<file path="config.mk">
export PLATFORM = sky130hd
export DESIGN_NAME = http_request_stream_parser
export DESIGN_NICKNAME = d
export VERILOG_FILES = /design/src/sv/hrsp_pkg.sv /design/src/sv/hrsp_parse.sv /design/src/sv/hrsp_rbuf.sv /design/src/sv/http_request_stream_parser.sv
export SDC_FILE = /design/constraint.sdc
export NUM_CORES = 1
export LEC_CHECK = 0
export ABC_AREA = 1
export BUFFER_PORTS_ARGS = -buffer_cell sky130_fd_sc_hd__buf_2
export CORE_MARGIN = 2
export CORE_UTILIZATION = 30
export DETAILED_ROUTE_END_ITERATION = 7
export PLACE_DENSITY = 0.51
export SYNTH_ARGS = -nofsm -noshare
export SYNTH_HDL_FRONTEND = slang
export SYNTH_SLANG_ARGS = --single-unit
</file>
<file path="constraint.sdc">
create_clock -name aclk -period 7.25 [get_ports aclk]
set_input_delay 0.3625 -clock aclk [delete_from_list [all_inputs] [get_ports aclk]]
set_output_delay 0.3625 -clock aclk [all_outputs]
set_load 0.03 [all_outputs]
</file>
<file path="src/sv/hrsp_pkg.sv">
// ----------------------------------------------------------------------------
// hrsp_pkg: shared types and constants of the HTTP request stream parser
// Result layout, tag codes and result-set container.
// ----------------------------------------------------------------------------
package hrsp_pkg;

    // Most results one received byte can cause
    localparam int MaxResults = 4;
    localparam int ResIdxW    = $clog2(MaxResults);
    localparam int ResCntW    = $clog2(MaxResults + 1);

    // Tag codes
    localparam logic [2:0] TAG_LINE_DONE = 3'd0;
    localparam logic [2:0] TAG_PATH      = 3'd1;
    localparam logic [2:0] TAG_QUERY     = 3'd2;
    localparam logic [2:0] TAG_NAME      = 3'd3;
    localparam logic [2:0] TAG_VALUE     = 3'd4;
    localparam logic [2:0] TAG_HDR_END   = 3'd5;
    localparam logic [2:0] TAG_BODY      = 3'd6;
    localparam logic [2:0] TAG_REQ_END   = 3'd7;

    typedef struct packed {
        logic [7:0] out_byte;
        logic [2:0] tag;
        logic [2:0] method_code;
        logic [5:0] header_slot;
        logic       accepted;
        logic       parse_error;
        logic       has_body;
    } result_t;

    // All results of one byte, in delivery order from entry 0
    typedef struct packed {
        result_t [MaxResults-1:0] item;
        logic [ResCntW-1:0]       count;
    } result_set_t;

endpackage

</file>
<file path="src/sv/hrsp_parse.sv">
// ----------------------------------------------------------------------------
// hrsp_parse: parser state and per-byte decode
// Computes every result of the registered byte in one pass.
// ----------------------------------------------------------------------------
module hrsp_parse
    import hrsp_pkg::*;
#(
    parameter int MaxHeaders  = 32,
    parameter int MethodChars = 7
)
(
    input  logic        aclk,
    input  logic        aresetn,
    input  logic [7:0]  in_byte,
    input  logic        in_end,
    input  logic        step_en,
    output result_set_t res_set
);

    localparam int NameCount   = 7;
    localparam int NameBytes   = 7;
    localparam int CaptureLen  = (MethodChars < NameBytes) ? MethodChars : NameBytes;

    localparam logic [7:0] CH_SP    = 8'h20;
    localparam logic [7:0] CH_CR    = 8'h0D;
    localparam logic [7:0] CH_LF    = 8'h0A;
    localparam logic [7:0] CH_QMARK = 8'h3F;
    localparam logic [7:0] CH_COLON = 8'h3A;

    localparam logic [2:0] METHOD_UNKNOWN = 3'd0;

    // GET POST PUT DELETE PATCH HEAD OPTIONS, right-aligned ASCII
    localparam logic [55:0] NAME_BITS [NameCount] = '{
        56'h474554, 56'h504F5354, 56'h505554, 56'h44454C455445,
        56'h5041544348, 56'h48454144, 56'h4F5054494F4E53
    };
    localparam logic [3:0] NAME_SIZE [NameCount] = '{
        4'd3, 4'd4, 4'd3, 4'd6, 4'd5, 4'd4, 4'd7
    };

    typedef enum logic [8:0] {
        PH_METHOD  = 9'b000000001,
        PH_PATH    = 9'b000000010,
        PH_QUERY   = 9'b000000100,
        PH_VERSION = 9'b000001000,
        PH_NAME    = 9'b000010000,
        PH_VSKIP   = 9'b000100000,
        PH_VALUE   = 9'b001000000,
        PH_BODY    = 9'b010000000,
        PH_ERROR   = 9'b100000000
    } phase_t;

    typedef struct packed {
        phase_t      phase;
        logic [55:0] method_chars;
        logic [3:0]  method_count;
        logic [2:0]  method_found;
        logic        cr_held;
        logic [5:0]  header_total;
        logic        line_has_colon;
        logic        line_nonempty;
        logic        error_seen;
    } parse_state_t;

    typedef struct packed {
        parse_state_t st;
        logic         emit_v;
        result_t      item;
    } step_t;

    function automatic parse_state_t parse_reset();
        parse_state_t s;
        s = '0;
        s.phase = PH_METHOD;
        return s;
    endfunction

    function automatic result_t mk_item(input parse_state_t s, input logic [2:0] tag,
                                        input logic [7:0] b, input logic acc,
                                        input logic body);
        result_t r;
        r.out_byte    = b;
        r.tag         = tag;
        r.method_code = s.method_found;
        r.header_slot = s.header_total;
        r.accepted    = acc;
        r.parse_error = s.error_seen;
        r.has_body    = body;
        return r;
    endfunction

    function automatic logic [2:0] method_lookup(input logic [55:0] chars,
                                                 input logic [3:0] len);
        logic [2:0] code;
        code = METHOD_UNKNOWN;
        for (int i = 0; i < NameCount; i++) begin
            if (len == NAME_SIZE[i] && chars == NAME_BITS[i]) begin
                code = 3'(i + 1);
            end
        end
        return code;
    endfunction

    // One content byte through the current phase
    function automatic step_t feed(input parse_state_t s, input logic [7:0] c);
        step_t r;
        r.st     = s;
        r.emit_v = 1'b0;
        r.item   = mk_item(s, TAG_PATH, c, 1'b0, 1'b0);
        unique case (s.phase)
            PH_METHOD: begin
                if (c == CH_SP) begin
                    r.st.method_found = method_lookup(s.method_chars, s.method_count);
                    r.st.phase        = PH_PATH;
                end else begin
                    if (s.method_count < 4'(CaptureLen)) begin
                        r.st.method_chars = {s.method_chars[47:0], c};
                    end
                    if (s.method_count != 4'hF) begin
                        r.st.method_count = s.method_count + 4'd1;
                    end
                end
            end
            PH_PATH: begin
                if (c == CH_SP) begin
                    r.st.phase = PH_VERSION;
                end else if (c == CH_QMARK) begin
                    r.st.phase = PH_QUERY;
                end else begin
                    r.emit_v = 1'b1;
                end
            end
            PH_QUERY: begin
                if (c == CH_SP) begin
                    r.st.phase = PH_VERSION;
                end else begin
                    r.emit_v   = 1'b1;
                    r.item.tag = TAG_QUERY;
                end
            end
            PH_NAME: begin
                r.st.line_nonempty = 1'b1;
                if (c == CH_COLON) begin
                    r.st.line_has_colon = 1'b1;
                    r.st.phase          = PH_VSKIP;
                end else begin
                    r.emit_v   = 1'b1;
                    r.item.tag = TAG_NAME;
                end
            end
            PH_VSKIP: begin
                if (c != CH_SP) begin
                    r.st.phase = PH_VALUE;
                    r.emit_v   = 1'b1;
                    r.item.tag = TAG_VALUE;
                end
            end
            PH_VALUE: begin
                r.emit_v   = 1'b1;
                r.item.tag = TAG_VALUE;
            end
            default: begin
            end
        endcase
        return r;
    endfunction

    // CRLF seen
    function automatic step_t crlf_step(input parse_state_t s);
        step_t r;
        logic  acc;
        r.st     = s;
        r.emit_v = 1'b0;
        r.item   = mk_item(s, TAG_LINE_DONE, 8'd0, 1'b0, 1'b0);
        acc      = s.line_has_colon && (s.header_total < 6'(MaxHeaders));
        if (s.phase == PH_METHOD || s.phase == PH_PATH || s.phase == PH_QUERY) begin
            r.st.error_seen = 1'b1;
            r.st.phase      = PH_ERROR;
        end else if (s.phase == PH_VERSION) begin
            r.emit_v            = 1'b1;
            r.st.line_has_colon = 1'b0;
            r.st.line_nonempty  = 1'b0;
            r.st.phase          = PH_NAME;
        end else if (!s.line_nonempty) begin
            r.st.phase = PH_BODY;
        end else begin
            r.emit_v        = 1'b1;
            r.item          = mk_item(s, TAG_HDR_END, 8'd0, acc, 1'b0);
            if (acc) begin
                r.st.header_total = s.header_total + 6'd1;
            end
            r.st.line_has_colon = 1'b0;
            r.st.line_nonempty  = 1'b0;
            r.st.phase          = PH_NAME;
        end
        return r;
    endfunction

    function automatic result_set_t push(input result_set_t rs, input result_t x);
        result_set_t r;
        r = rs;
        r.item[rs.count[ResIdxW-1:0]] = x;
        r.count = rs.count + ResCntW'(1);
        return r;
    endfunction

    parse_state_t st_reg, st_next;

    always_comb begin
        parse_state_t s;
        step_t        f;
        result_set_t  rs;
        s  = st_reg;
        rs = '0;
        f  = '0;

        if (s.phase == PH_BODY) begin
            rs = push(rs, mk_item(s, TAG_BODY, in_byte, 1'b0, 1'b0));
        end else if (s.phase != PH_ERROR) begin
            if (s.cr_held) begin
                s.cr_held = 1'b0;
                if (in_byte == CH_LF) begin
                    f = crlf_step(s);
                    s = f.st;
                    if (f.emit_v) rs = push(rs, f.item);
                end else begin
                    // lone CR counts as content, then the new byte
                    f = feed(s, CH_CR);
                    s = f.st;
                    if (f.emit_v) rs = push(rs, f.item);
                    if (in_byte == CH_CR) begin
                        s.cr_held = 1'b1;
                    end else begin
                        f = feed(s, in_byte);
                        s = f.st;
                        if (f.emit_v) rs = push(rs, f.item);
                    end
                end
            end else if (in_byte == CH_CR) begin
                s.cr_held = 1'b1;
            end else begin
                f = feed(s, in_byte);
                s = f.st;
                if (f.emit_v) rs = push(rs, f.item);
            end
        end

        if (in_end) begin
            if (s.cr_held && s.phase != PH_ERROR && s.phase != PH_BODY) begin
                f = feed(s, CH_CR);
                s = f.st;
                if (f.emit_v) rs = push(rs, f.item);
            end
            s.cr_held = 1'b0;
            if (s.phase == PH_METHOD || s.phase == PH_PATH || s.phase == PH_QUERY ||
                s.phase == PH_VERSION) begin
                s.error_seen = 1'b1;
                s.phase      = PH_ERROR;
            end else if ((s.phase == PH_NAME || s.phase == PH_VSKIP ||
                          s.phase == PH_VALUE) && s.line_nonempty) begin
                rs = push(rs, mk_item(s, TAG_HDR_END, 8'd0, 1'b0, 1'b0));
            end
            rs = push(rs, mk_item(s, TAG_REQ_END, 8'd0, 1'b0, s.phase == PH_BODY));
            s  = parse_reset();
        end

        st_next = s;
        res_set = rs;
    end

    always_ff @(posedge aclk) begin
        if (!aresetn) begin
            st_reg <= parse_reset();
        end else if (step_en) begin
            st_reg <= st_next;
        end
    end

endmodule

</file>
<file path="src/sv/hrsp_rbuf.sv">
// ----------------------------------------------------------------------------
// hrsp_rbuf: result buffer
// Holds the results of one byte and shifts them out one per handshake.
// ----------------------------------------------------------------------------
module hrsp_rbuf
    import hrsp_pkg::*;
(
    input  logic        aclk,
    input  logic        aresetn,
    input  logic        load,
    input  result_set_t res_set,
    input  logic        m_ready,
    output logic        m_valid,
    output result_t     head,
    output logic        head_last,
    output logic        free
);

    result_t [MaxResults-1:0] slot_reg, slot_next;
    logic [ResCntW-1:0]       cnt_reg, cnt_next;
    logic                     pop;

    assign pop       = (cnt_reg != '0) && m_ready;
    assign free      = (cnt_reg == '0) || ((cnt_reg == ResCntW'(1)) && m_ready);
    assign m_valid   = (cnt_reg != '0);
    assign head      = slot_reg[0];
    assign head_last = (cnt_reg == ResCntW'(1));

    always_comb begin
        slot_next = slot_reg;
        cnt_next  = cnt_reg;
        if (load) begin
            slot_next = res_set.item;
            cnt_next  = res_set.count;
        end else if (pop) begin
            for (int i = 0; i < MaxResults - 1; i++) begin
                slot_next[i] = slot_reg[i+1];
            end
            cnt_next = cnt_reg - ResCntW'(1);
        end
    end

    always_ff @(posedge aclk) begin
        if (!aresetn) begin
            cnt_reg <= '0;
        end else begin
            cnt_reg <= cnt_next;
        end
    end

    always_ff @(posedge aclk) begin
        slot_reg <= slot_next;
    end

endmodule

</file>
<file path="src/sv/http_request_stream_parser.sv">
// ----------------------------------------------------------------------------
// http_request_stream_parser: byte-stream HTTP/1.1 request head tagger
// Path: a taken byte waits in the input register, then its results are
//   loaded into the result buffer on m_*. Throughput: one byte per cycle
//   while the buffer is free; output handshakes set the pace. Reset: sync, active low.
// ----------------------------------------------------------------------------
module http_request_stream_parser
    import hrsp_pkg::*;
#(
    parameter int MaxHeaders  = 32,   // header lines kept per request
    parameter int MethodChars = 7     // method bytes kept for matching
)
(
    input  logic       aclk,
    input  logic       aresetn,

    // request bytes in
    input  logic       s_valid,
    output logic       s_ready,
    input  logic [7:0] s_in_byte,
    input  logic       s_in_end,

    // tagged results out
    output logic       m_valid,
    input  logic       m_ready,
    output logic [7:0] m_out_byte,
    output logic [2:0] m_tag,
    output logic [2:0] m_method_code,
    output logic [5:0] m_header_slot,
    output logic       m_accepted,
    output logic       m_parse_error,
    output logic       m_has_body,
    output logic       m_run_last
);

    // Input register: one request byte waits here while the parser state
    // and the result buffer decide whether it can go through this cycle.
    logic       in_valid_reg, in_valid_next;
    logic [7:0] in_byte_reg;
    logic       in_end_reg;

    result_set_t res_set;
    result_t     head;
    logic        buf_free;
    logic        advance;

    // A byte that makes no result never waits on the output side. A byte
    // with results goes once the buffer empties, including the cycle its
    // last result is taken.
    assign advance = in_valid_reg && ((res_set.count == '0) || buf_free);
    assign s_ready = !in_valid_reg || advance;

    always_comb begin
        in_valid_next = in_valid_reg;
        if (s_valid && s_ready) begin
            in_valid_next = 1'b1;
        end else if (advance) begin
            in_valid_next = 1'b0;
        end
    end

    always_ff @(posedge aclk) begin
        if (!aresetn) begin
            in_valid_reg <= 1'b0;
        end else begin
            in_valid_reg <= in_valid_next;
        end
    end

    always_ff @(posedge aclk) begin
        if (s_valid && s_ready) begin
            in_byte_reg <= s_in_byte;
            in_end_reg  <= s_in_end;
        end
    end

    // Parser: phase, method capture, CR hold and header counters; state
    // moves only when the registered byte advances.
    hrsp_parse #(
        .MaxHeaders  (MaxHeaders),
        .MethodChars (MethodChars)
    ) u_parse (
        .aclk    (aclk),
        .aresetn (aresetn),
        .in_byte (in_byte_reg),
        .in_end  (in_end_reg),
        .step_en (advance),
        .res_set (res_set)
    );

    // Result buffer: up to four results of one byte, in order.
    hrsp_rbuf u_rbuf (
        .aclk      (aclk),
        .aresetn   (aresetn),
        .load      (advance && (res_set.count != '0)),
        .res_set   (res_set),
        .m_ready   (m_ready),
        .m_valid   (m_valid),
        .head      (head),
        .head_last (m_run_last),
        .free      (buf_free)
    );

    assign m_out_byte    = head.out_byte;
    assign m_tag         = head.tag;
    assign m_method_code = head.method_code;
    assign m_header_slot = head.header_slot;
    assign m_accepted    = head.accepted;
    assign m_parse_error = head.parse_error;
    assign m_has_body    = head.has_body;

endmodule

</file>
==> summary.txt <==
Rows -> 79
Power Total -> 6.06 mW
Power Dens Cells -> 395 nW/µm²
Crit path kind -> flip-flop to flip-flop
FF-to-FF End -> u_parse.st_reg[62]
Top cells by count, synth -> nand2_1 (559), o21ai_0 (250), inv_1 (244)
GRT overflow -> 0
Final Hold Viols -> 0
Synthesized cell area -> 14100 µm²
Tightest Pin Transition -> 1210 ps
CP Launch Type -> flip-flop
Cts bufs inserted -> 17
Post-Route WL -> 56600 µm
FF-to-FF setup slack -> 690 ps
Mapped Cells -> 2249
Hold WC Path Type -> primary input to flip-flop
Core Util, Final -> 33.0%
Clock Path Buffers -> 2
Clk_lat worst skew -> 480 ps
CP endpoint kind -> flip-flop
Peak VDD IR -> 239 µV
Post-synth ARST share -> 0%
# DRC -> 0
Cell Area, Placed -> 14700 µm²
Setup Total Neg Slack -> 0 ps
Worst EP arrival -> 6890 ps
Min Tclk post-route -> 6560 ps
Multi-input logic area -> 8220 µm²
Initial antenna violation count -> 6
Final-report setup violation count -> 0
Critical path's slowest cell -> edfxtp_1
Global placer's final weighted congestion -> 0.958
Max reg flops -> 82
Clk pin slew, worst setup/hold paths -> 80 ps
Synth top area share -> 17.9%
Most frequent cell after synthesis -> nand2_1
Pre-antenna DRT Iters -> 6
Worst Reg-to-Reg Cells -> 31
Largest net degree at the start of global routing -> 102
Die Wd -> 221 µm
Fraction of final layout cells sized beyond drive strength 1 -> 8.11%
Post-DR vias/cell -> 5.47
Root Buffer -> clkbuf_16
Hold Path Origin -> s_in_byte[7]
Syn avg cell area -> 6.27 µm²
Unrepaired setup endpoints after global routing -> false
Final ANT Viol Nets -> 0
Die footprint -> 48800 µm²
Pleak -> 6.16 nW
P_sw -> 3.39 mW
Die height -> 221 µm
Synth area leaders -> edfxtp_1 (18%), nand2_1 (15%), dfxtp_1 (12%), o21ai_0 (8.9%), inv_1 (6.5%)
Crit path max fanout -> 37
IO Port Bufs -> 38
Postcts setup bufs -> 0
CTS tree -> done
Hold Path Stages -> 1
Register area -> 4240 µm²
Max frequency -> 152 MHz
Iter 0 DRT Violations -> 1584
Initial Utilization -> 30.4%
Slowest cell delay on critical path -> 460 ps
Vias in the first global route -> 14500
Top cell by count, worst path -> nand2_1
Global-route wire length before repair -> 88200 µm
Worst r2r src -> in_byte_reg[3]
Layout fillers -> 5152
Clock power share -> 16.0%
Combinational share of power -> 58.7%
Syn nets -> 2288
I/O pin cnt -> 39
FF+latch count, synth -> 170
Max-Cap Viols -> 0
Synth area leader -> edfxtp_1
Post-synthesis sequential area ratio -> 30.1%
Sink Count -> 170
Via count -> 15500
Final #Nets -> 2245
Post-synth EDFFs -> 84
Yosys warns -> 0
Core ar. -> 46500 µm²
Yosys cell types -> 57
Clock Skew -> 16.7 ps
Primary FF master, synth -> dfxtp_1
CTS HTree Levels -> 4
Hold Path End -> in_byte_reg[7]
DR WL/cell -> 20.0 µm
Sw Share -> 56.0%
Int Pwr -> 2.67 mW
GRT Resource Usage Total -> 23.1%
Max-slew violation count -> 0
HPWL after detailed placement -> 40400 µm
Syn-to-layout area delta -> 8.58%
Tcrit/Tclk final -> 90.5%
Status -> completed
Fin area -> 15300 µm²
Max_slew headroom -> 19.4%
Seq pwr share -> 25.3%
Crit path required time -> 7580 ps
-- worst max path at each step --
| stage | from | endpoint | slack [ps] |
|---|---|---|---|
| detailed placement | in_byte_reg[4] | u_parse.st_reg[67] | 580 |
| CTS | in_byte_reg[3] | u_parse.st_reg[67] | 530 |
| global placement | in_byte_reg[1] | u_parse.st_reg[62] | 850 |
| floorplan | in_byte_reg[2] | u_rbuf.head[0] | 1060 |
| finish | in_byte_reg[3] | u_parse.st_reg[62] | 690 |
| global route | in_byte_reg[3] | u_parse.st_reg[62] | 130 |
-- per-layer routing --
metal	vias to the layer above	wire (µm)	global-route usage (%)	share of wire [%]
li1	7427	-	-	-
met1	7404	27300	33.9	48
met2	576	24100	33.8	43
met3	78	3940	3.49	7.0
met4	0	1290	8.51	2.3
met5	-	0	0	0
-- through the flow --
step,setup WS [ps],hold WS (ps),std cells
detailed placement,580,479,2794
CTS,535,51.8,2826
global placement,846,476,2794
floorplan,1060,458,2249
finish,688,77.8,2832
global route,127,54.8,2831
-- power groups by stage --
stage / clock network [mW] / registers [mW] / logic (mW)
final: 0.967 / 1.53 / 3.56
after detailed placement: 0 / 1.55 / 3.48
after global routing: 1.03 / 1.57 / 3.91
after floorplan: 0 / 1.52 / 2.48
after global placement: 0 / 1.54 / 3.49
after CTS: 0.992 / 1.53 / 3.49
-- worst max-delay path: cells and delay by family (launching register included) --
| family | cells | cell delay [ps] |
|---|---|---|
| simple gates | 16 | 2130 |
| compound gates | 6 | 1420 |
| buf+inv | 5 | 1240 |
| fa+ha+maj | 4 | 1110 |
| flops | 1 | 460 |
-- layout make-up --
type | instances | share of cell area, %
flip-flops and latches | 170 | 27.7
clock inverters | 15 | 1.18
inverters | 276 | 6.78
repair buffers | 68 | 2.88
well taps | 607 | 4.96
diodes | 6 | 0.0980
clock buffers | 17 | 2.78
multi-input cells | 1673 | 53.6
-- cell usage in the layout, fill, tap and decap left out, types with 7 or more instances in the layout --
cell / count
nand2_1: 557
o21ai_0: 250
inv_1: 243
nor2_1: 237
nand3_1: 163
a21oi_1: 141
dfxtp_1: 86
edfxtp_1: 84
nor3_1: 49
nand4_1: 45
buf_2: 38
nor4_1: 36
buf_4: 28
inv_2: 27
ha_1: 26
o31ai_1: 20
o211ai_1: 20
clkbuf_16: 17
nor2_2: 12
o21ai_1: 9
nand2_2: 9
o22ai_1: 8
nor2_4: 7
xor2_1: 7
a32o_1: 7
-- what timing repair did --
item                                    in CTS  in global routing
gates resized for setup                      0                  2
hold endpoints to repair                     0                  0
endpoints found under the setup margin       0                 57
hold buffers                                 0                  0
-- kinds of logic after synthesis --
| logic type | synth area share (%) |
|---|---|
| compound gates | 19.7 |
| xor+xnor | 0.435 |
| fa+ha+maj | 2.31 |
| buf+inv | 12.1 |
| flops | 30.1 |
| mux | 0.213 |
| simple gates | 35.2 |
No activity file was read; power rests on OpenSTA's default activity.
